`src/hw/rtl/isce_pkg.sv`:
```
// Shared types, constants and helpers for the interval set core.
// No dependencies.
package isce_pkg;

    localparam int TABLE_ENTRIES = 64;
    localparam int IDX_W         = (TABLE_ENTRIES > 1) ? $clog2(TABLE_ENTRIES) : 1;
    localparam int CNT_W         = $clog2(TABLE_ENTRIES + 1);
    localparam int POINT_W       = 16;
    localparam int COUNT_W       = 7;
    localparam int COUNT_MAX     = 127;
    localparam int ENTRY_W       = 2 * POINT_W;

    typedef enum logic
    {
        OP_INSERT = 1'b0,
        OP_QUERY  = 1'b1
    } op_t;

    typedef struct packed
    {
        op_t                  opcode;
        logic [POINT_W-1:0]   range_start;
        logic [POINT_W-1:0]   range_end;
    } req_t;

    typedef struct packed
    {
        logic [COUNT_W-1:0]   count;
        logic                 table_full;
    } rsp_t;

    typedef struct packed
    {
        logic [POINT_W-1:0]   first;
        logic [POINT_W-1:0]   last;
    } entry_t;

    typedef enum logic [1:0]
    {
        ST_IDLE,
        ST_SCAN,
        ST_FINISH,
        ST_RESP
    } state_t;

    function automatic logic [COUNT_W-1:0] sat_count(input logic [CNT_W-1:0] v);
        logic [COUNT_W-1:0] r;
        if (CNT_W > COUNT_W && v > CNT_W'(COUNT_MAX))
        begin
            r = COUNT_W'(COUNT_MAX);
        end
        else
        begin
            r = COUNT_W'(v);
        end
        return r;
    endfunction

endpackage

```
`src/hw/rtl/isce_ram.sv`:
```
// Generic single-write, single-read synchronous RAM, registered read data.
// No dependencies.
module isce_ram #(
    parameter int DEPTH  = 64,
    parameter int DATA_W = 32,
    parameter int ADDR_W = (DEPTH > 1) ? $clog2(DEPTH) : 1
) (
    input  logic              clk,
    input  logic              we,
    input  logic [ADDR_W-1:0] waddr,
    input  logic [DATA_W-1:0] wdata,
    input  logic              re,
    input  logic [ADDR_W-1:0] raddr,
    output logic [DATA_W-1:0] rdata
);

    logic [DATA_W-1:0] mem [DEPTH];

    always_ff @(posedge clk)
    begin
        if (we)
        begin
            mem[waddr] <= wdata;
        end
    end

    always_ff @(posedge clk)
    begin
        if (re)
        begin
            rdata <= mem[raddr];
        end
    end

endmodule

```
`src/hw/rtl/isce_engine.sv`:
```
// Scan sequencer: valid bits, live count, overlap eviction and slot allocation.
// Depends on isce_pkg; drives the entry RAM ports.
module isce_engine (
    input  logic                      clk,
    input  logic                      rst_n,
    input  logic                      req_valid,
    output logic                      req_stall,
    input  isce_pkg::req_t            req,
    output logic                      res_valid,
    input  logic                      res_ready,
    output isce_pkg::rsp_t            res,
    output logic                      ram_re,
    output logic [isce_pkg::IDX_W-1:0] ram_raddr,
    input  isce_pkg::entry_t          ram_rdata,
    output logic                      ram_we,
    output logic [isce_pkg::IDX_W-1:0] ram_waddr,
    output isce_pkg::entry_t          ram_wdata
);

    localparam int N  = isce_pkg::TABLE_ENTRIES;
    localparam int IW = isce_pkg::IDX_W;
    localparam int CW = isce_pkg::CNT_W;
    localparam int PW = isce_pkg::POINT_W;

    isce_pkg::state_t state_reg, state_next;
    logic [IW:0]      cnt_reg, cnt_next;
    logic             chk_vld_reg, chk_vld_next;
    logic [IW-1:0]    chk_idx_reg, chk_idx_next;
    logic             ent_vld_reg, ent_vld_next;
    logic [PW-1:0]    lo_reg, lo_next;
    logic [PW-1:0]    hi_reg, hi_next;
    logic             valid_reg [N];
    logic             valid_next [N];
    logic [CW-1:0]    live_reg, live_next;
    logic [CW-1:0]    removed_reg, removed_next;
    logic             have_free_reg, have_free_next;
    logic [IW-1:0]    free_idx_reg, free_idx_next;
    isce_pkg::rsp_t   res_reg, res_next;

    logic accept;
    logic hit;
    logic slot_free;
    logic last_chk;
    logic entry_vld;

    assign accept    = req_valid && !req_stall;
    assign entry_vld = ent_vld_reg;
    assign hit       = chk_vld_reg && entry_vld
                       && !(ram_rdata.last < lo_reg) && !(ram_rdata.first > hi_reg);
    assign slot_free = chk_vld_reg && (!entry_vld || hit);
    assign last_chk  = chk_vld_reg && (chk_idx_reg == IW'(N - 1));

    // next state
    always_comb
    begin
        state_next = state_reg;
        case (state_reg)
            isce_pkg::ST_IDLE:
            begin
                if (accept)
                begin
                    state_next = (req.opcode == isce_pkg::OP_QUERY) ? isce_pkg::ST_RESP
                                                                    : isce_pkg::ST_SCAN;
                end
            end
            isce_pkg::ST_SCAN:
            begin
                if (last_chk)
                begin
                    state_next = isce_pkg::ST_FINISH;
                end
            end
            isce_pkg::ST_FINISH:
            begin
                state_next = isce_pkg::ST_RESP;
            end
            isce_pkg::ST_RESP:
            begin
                if (res_ready)
                begin
                    state_next = isce_pkg::ST_IDLE;
                end
            end
            default:
            begin
                state_next = isce_pkg::ST_IDLE;
            end
        endcase
    end

    // outputs
    always_comb
    begin
        req_stall = 1'b1;
        res_valid = 1'b0;
        ram_re    = 1'b0;
        ram_we    = 1'b0;
        case (state_reg)
            isce_pkg::ST_IDLE:
            begin
                req_stall = 1'b0;
            end
            isce_pkg::ST_SCAN:
            begin
                ram_re = (cnt_reg < (IW + 1)'(N));
            end
            isce_pkg::ST_FINISH:
            begin
                ram_we = have_free_reg;
            end
            isce_pkg::ST_RESP:
            begin
                res_valid = 1'b1;
            end
            default:
            begin
                req_stall = 1'b1;
            end
        endcase
    end

    assign ram_raddr       = cnt_reg[IW-1:0];
    assign ram_waddr       = free_idx_reg;
    assign ram_wdata.first = lo_reg;
    assign ram_wdata.last  = hi_reg;
    assign res             = res_reg;

    // datapath
    always_comb
    begin
        cnt_next       = cnt_reg;
        chk_vld_next   = ram_re;
        chk_idx_next   = cnt_reg[IW-1:0];
        ent_vld_next   = valid_reg[cnt_reg[IW-1:0]];
        lo_next        = lo_reg;
        hi_next        = hi_reg;
        live_next      = live_reg;
        removed_next   = removed_reg;
        have_free_next = have_free_reg;
        free_idx_next  = free_idx_reg;
        res_next       = res_reg;
        for (int i = 0; i < N; i++)
        begin
            valid_next[i] = valid_reg[i];
        end

        if (accept)
        begin
            cnt_next       = '0;
            lo_next        = req.range_start;
            hi_next        = req.range_end;
            removed_next   = '0;
            have_free_next = 1'b0;
            res_next.count      = isce_pkg::sat_count(live_reg);
            res_next.table_full = 1'b0;
        end

        if (ram_re)
        begin
            cnt_next = cnt_reg + 1'b1;
        end

        if (hit)
        begin
            valid_next[chk_idx_reg] = 1'b0;
            removed_next            = removed_reg + 1'b1;
            if (live_reg != '0)
            begin
                live_next = live_reg - 1'b1;
            end
        end

        if (slot_free && !have_free_reg)
        begin
            have_free_next = 1'b1;
            free_idx_next  = chk_idx_reg;
        end

        if (state_reg == isce_pkg::ST_FINISH)
        begin
            if (have_free_reg)
            begin
                valid_next[free_idx_reg] = 1'b1;
                live_next                = live_reg + 1'b1;
                res_next.count           = isce_pkg::sat_count(removed_reg);
                res_next.table_full      = 1'b0;
            end
            else
            begin
                res_next.count      = '0;
                res_next.table_full = 1'b1;
            end
        end
    end

    always_ff @(posedge clk or negedge rst_n)
    begin
        if (!rst_n)
        begin
            state_reg     <= isce_pkg::ST_IDLE;
            cnt_reg       <= '0;
            chk_vld_reg   <= 1'b0;
            live_reg      <= '0;
            have_free_reg <= 1'b0;
            for (int i = 0; i < N; i++)
            begin
                valid_reg[i] <= 1'b0;
            end
        end
        else
        begin
            state_reg     <= state_next;
            cnt_reg       <= cnt_next;
            chk_vld_reg   <= chk_vld_next;
            live_reg      <= live_next;
            have_free_reg <= have_free_next;
            for (int i = 0; i < N; i++)
            begin
                valid_reg[i] <= valid_next[i];
            end
        end
    end

    always_ff @(posedge clk)
    begin
        chk_idx_reg  <= chk_idx_next;
        ent_vld_reg  <= ent_vld_next;
        lo_reg       <= lo_next;
        hi_reg       <= hi_next;
        removed_reg  <= removed_next;
        free_idx_reg <= free_idx_next;
        res_reg      <= res_next;
    end

endmodule

```
`src/hw/rtl/interval_set_conflict_evict_core.sv`:
```
// Interval set core: one request at a time; an insert evicts every stored
// interval that overlaps the new one and stores it in the lowest free entry,
// a query reports how many intervals are stored. An insert walks the entry
// RAM sequentially, one read per cycle; the RAM is written only after the
// walk ends, so reads and writes never overlap. Results sit in an output
// register, so the next request is taken while one waits. Depends on
// isce_pkg, isce_ram and isce_engine.
module interval_set_conflict_evict_core (
    input  logic           clk,
    input  logic           rst_n,
    input  logic           req_valid,
    output logic           req_stall,
    input  isce_pkg::req_t req,
    output logic           rsp_valid,
    input  logic           rsp_stall,
    output isce_pkg::rsp_t rsp
);

    logic                        res_valid;
    logic                        res_ready;
    isce_pkg::rsp_t              res;
    logic                        ram_re;
    logic                        ram_we;
    logic [isce_pkg::IDX_W-1:0]  ram_raddr;
    logic [isce_pkg::IDX_W-1:0]  ram_waddr;
    isce_pkg::entry_t            ram_rdata;
    isce_pkg::entry_t            ram_wdata;
    logic [isce_pkg::ENTRY_W-1:0] ram_rdata_raw;

    logic           rsp_valid_reg;
    isce_pkg::rsp_t rsp_reg;

    isce_engine u_engine (
        .clk       (clk),
        .rst_n     (rst_n),
        .req_valid (req_valid),
        .req_stall (req_stall),
        .req       (req),
        .res_valid (res_valid),
        .res_ready (res_ready),
        .res       (res),
        .ram_re    (ram_re),
        .ram_raddr (ram_raddr),
        .ram_rdata (ram_rdata),
        .ram_we    (ram_we),
        .ram_waddr (ram_waddr),
        .ram_wdata (ram_wdata)
    );

    isce_ram #(
        .DEPTH  (isce_pkg::TABLE_ENTRIES),
        .DATA_W (isce_pkg::ENTRY_W),
        .ADDR_W (isce_pkg::IDX_W)
    ) u_ram (
        .clk   (clk),
        .we    (ram_we),
        .waddr (ram_waddr),
        .wdata (ram_wdata),
        .re    (ram_re),
        .raddr (ram_raddr),
        .rdata (ram_rdata_raw)
    );

    assign ram_rdata = isce_pkg::entry_t'(ram_rdata_raw);

    assign res_ready = !rsp_valid_reg || !rsp_stall;

    always_ff @(posedge clk or negedge rst_n)
    begin
        if (!rst_n)
        begin
            rsp_valid_reg <= 1'b0;
        end
        else if (res_valid && res_ready)
        begin
            rsp_valid_reg <= 1'b1;
        end
        else if (!rsp_stall)
        begin
            rsp_valid_reg <= 1'b0;
        end
    end

    always_ff @(posedge clk)
    begin
        if (res_valid && res_ready)
        begin
            rsp_reg <= res;
        end
    end

    assign rsp_valid = rsp_valid_reg;
    assign rsp       = rsp_reg;

endmodule

```
`config.mk`:
```
export PLATFORM = sky130hd
export DESIGN_NAME = interval_set_conflict_evict_core
export DESIGN_NICKNAME = d
export VERILOG_FILES = /design/src/hw/rtl/isce_pkg.sv /design/src/hw/rtl/isce_ram.sv /design/src/hw/rtl/isce_engine.sv /design/src/hw/rtl/interval_set_conflict_evict_core.sv
export SDC_FILE = /design/constraint.sdc
export NUM_CORES = 2
export LEC_CHECK = 0
export BUFFER_PORTS_ARGS = -buffer_cell sky130_fd_sc_hd__buf_2
export CORE_ASPECT_RATIO = 0.5
export CORE_UTILIZATION = 50
export CTS_BUF_LIST = sky130_fd_sc_hd__clkbuf_16
export DETAILED_ROUTE_END_ITERATION = 12
export GPL_ROUTABILITY_DRIVEN = 0
export PLACE_DENSITY = 0.65
export SETUP_SLACK_MARGIN = 0.4
export SLEW_MARGIN = 20
export SYNTH_ARGS = -nofsm -noshare
export SYNTH_HDL_FRONTEND = slang
export SYNTH_SLANG_ARGS = --single-unit
```
`constraint.sdc`:
```
create_clock -name clk -period 6.1 [get_ports clk]
set_input_delay 0.61 -clock clk [delete_from_list [all_inputs] [get_ports clk]]
set_output_delay 0.61 -clock clk [all_outputs]
set_load 0.02 [all_outputs]
```
==> key figures <==
Outcome
  – Status: finished, final reports clean

Yosys
  – Synth Warn #: 0
  – Seq cells post-synth: 2,231
  – Main flop type after synthesis: edfxtp_1
  – Syn Nets: 3,671
  – Yosys top cell by area: edfxtp_1
  – Register area share after synthesis: 77.5%
  – Synthesized area: 85,800 um^2
  – Synthesized area per cell: 23.9 um^2
  – Ys async rst share: 3.72%
  – Share of the synthesized area in the top cell type: 74.9%
  – Post-synth cell types: 52
  – Synth top area cells: edfxtp_1 (75%), mux4_2 (18%), dfrtp_1 (2.4%)
  – Mapped Cells: 3,593
  – EDFF count, synth: 2,141

STA
  – Worst setup margin: 1.82 ns
  – Setup violations, final: 0
  – Setup tns final: 0 ns
  – Rel. slew slack: 18.1%
  – Fmax: 0.234 GHz
  – Fin. max-slew vios: 0
  – Fin Clk Skew: 0.0220 ns
  – Fin crit share: 70.1%
  – Hold Fails Final Rpt: 0
  – RSZ-0062 raised after global routing: no
  – Fin crit period: 4.28 ns
  – Least-Margin Pin Slew: 1.22 ns
  – Worst hold slack: 0.0866 ns

Floorplanning
  – Initial Util: 50.4%
  – Die footprint: 173,000 um^2
  – Die Width: 588 um
  – Die Ht: 295 um
  – Num rows: 107
  – Core Box Area: 170,000 um^2
  – I/O pins: 47

Global routing
  – Global-route wire length before repair: 293,000 um
  – Vias in the first global route: 39,600
  – GRT Util Overall: 24.0%
  – Gr ovfl total: 0
  – Pin count of the biggest net entering global routing: 83
  – Initial antenna violation count: 14

Layout
  – Final Util: 56.9%
  – Layout cells sized above 1: 30.8%
  – Final std cells w/o fill: 6,270
  – # fillers: 12,100
  – Area grow syn2layout: 12.8%
  – Design area: 96,800 um^2
  – Largest register FFs: 2,048
  – Final nets: 3,895

Power and ir drop
  – Clock Power Share: 42.4%
  – Final Total Pwr: 28.7 mW
  – Cell Pwr Density: 297 nW/um^2
  – Pint: 23.3 mW
  – Combinational power share: 0.2%
  – Sw frac: 18.9%
  – Sequential power share: 57.5%
  – P_leak: 31.5 nW
  – Switching pwr: 5.44 mW
  – Worst VDD drop: 0.000287 V

Placed design
  – Placed cell count: 5,874
  – Placed inst area: 90,100 um^2
  – IO Port Bufs: 46
  – Final HPWL DP: 120,000 um
  – Worst slack at placement: 1.91 ns

Detailed routing
  – DRT iter0 DRCs: 5,441
  – Routed wire per std cell: 32.7 um
  – Routed WL: 205,000 um
  – DR vias/cell: 6.35
  – Post-DRT Antenna Nets: 0
  – Drt first pass iters: 6
  – Drt drc: 0
  – Via Count: 39,800

CTS
  – Post-CTS sizing: 0
  – Clock sink total: 2,231
  – CTS buffer count: 193
  – Clock Tree Buf Depth: 3
  – CTS tree: done
  – Clock slew at reported path FFs: 0.07 ns
  – Htree depth: 4
  – Clock Latency Late Sink: 0.82 ns
  – CTS Root Cell: clkbuf_16

Setup path
  – CP startpoint kind: register
  – CP endpoint kind: register
  – Worst-path maximum fanout: 23
  – Critical path class: register to register
  – CP required: 6.60 ns
  – CP arrival: 4.78 ns

Hold path
  – Hold WC Path Type: input port to register

Job
  – Max-Cap Viols: 0
## Yosys cell counts (7+ instances only)
cell type,number
mux4_2,693
clkbuf_1,102
inv_1,45
nor3b_1,7
a21oi_1,12
dfrtp_1,83
o21ai_0,22
nand3_1,79
buf_1,24
nand2_1,42
nor3_1,9
buf_2,49
ha_1,41
a21o_1,69
nor2_1,84
dfxtp_1,7
edfxtp_1,2141
nand4_1,7
## layer usage
layer / track usage, % / vias up / part of all wire [%]
li1: - / 15900 / -
met1: 36.6 / 21800 / 43
met2: 34.1 / 1933 / 44
met3: 7.92 / 221 / 12
met4: 5.27 / 6 / 1.6
met5: 0 / - / 0.017
## repair_timing
| item | 4_1_cts | 5_1_grt |
|---|---|---|
| hold endpoints to repair | 45 | 0 |
| setup buffers | 0 | 0 |
| hold buffers | 33 | 0 |
## critical path, cell delays in order (launching register included)
cell	delay (ns)
dfrtp_1	0.41
inv_1	0.14
ha_1	0.46
nand2_1	0.24
nor2_1	0.30
nand3_1	0.90
nor2_4	1.14
buf_4	0.35
## layout by cell type (no fill, tap or decap), drive strengths merged, types with 4 or more instances in the layout
| cell | instances |
|---|---|
| bufinv | 19 |
| o21ai | 23 |
| a21oi | 12 |
| nor3 | 9 |
| inv | 99 |
| xnor2 | 4 |
| dfxtp | 7 |
| mux4 | 693 |
| nor2b | 4 |
| nor3b | 7 |
| diode | 4 |
| nand3 | 79 |
| buf | 181 |
| nand2 | 42 |
| edfxtp | 2141 |
| clkinvlp | 5 |
| and3 | 5 |
| a211oi | 4 |
| nand2b | 5 |
| ha | 41 |
| nor2 | 84 |
| a21o | 69 |
| clkinv | 76 |
| nand4 | 7 |
| dlygate4sd3 | 33 |
| dfrtp | 83 |
| a31oi | 5 |
| clkbuf | 202 |
## power by group through the flow
stage / registers (mW) / clock network (mW) / logic (mW)
4_1_cts: 16.5 / 12.4 / 0.0451
3_5_place_dp: 16.9 / 0 / 0.0288
3_3_place_gp: 16.9 / 0 / 0.0279
5_1_grt: 16.5 / 12.9 / 0.0490
6_report: 16.5 / 12.2 / 0.0449
2_1_floorplan: 16.9 / 0 / 0.0000255
## kinds of logic after synthesis
logic type	after synthesis	synth area share [%]
xor+xnor	6	0.0612
mux	697	18.2
simple gates	258	1.42
compound gates	129	1.03
fa+ha+maj	41	0.598
flops	2231	77.5
buf+inv	231	1.14
## layout make-up
class	count	area [um^2]	area share (%)
antenna	4	10.0	0.0103
sequential	2231	66500	68.7
inverter	46	173	0.178
clock inverter	153	1180	1.22
tap	2289	2860	2.96
clock buffer	202	5050	5.22
multi-input combinational	1131	18900	19.5
timing repair buffer	214	2160	2.24
## final timing paths
check,startpoint,end,slack (ns),cells after the start
worst max-delay path,u_engine.state_reg[0],u_ram.mem[14][18],1.82,7
worst max register to register,u_engine.state_reg[0],u_ram.mem[14][18],1.82,7
max in group asynchronous,rst_n,u_engine.cnt_reg[3],4.54,3
min in group asynchronous,rst_n,u_engine.valid_reg[52],0.24,2
worst min register to register,u_engine.res[2],rsp[2],0.45,0
worst min-delay path,rsp_stall,rsp_valid,0.09,2
No activity file was read; power rests on OpenSTA's default activity.
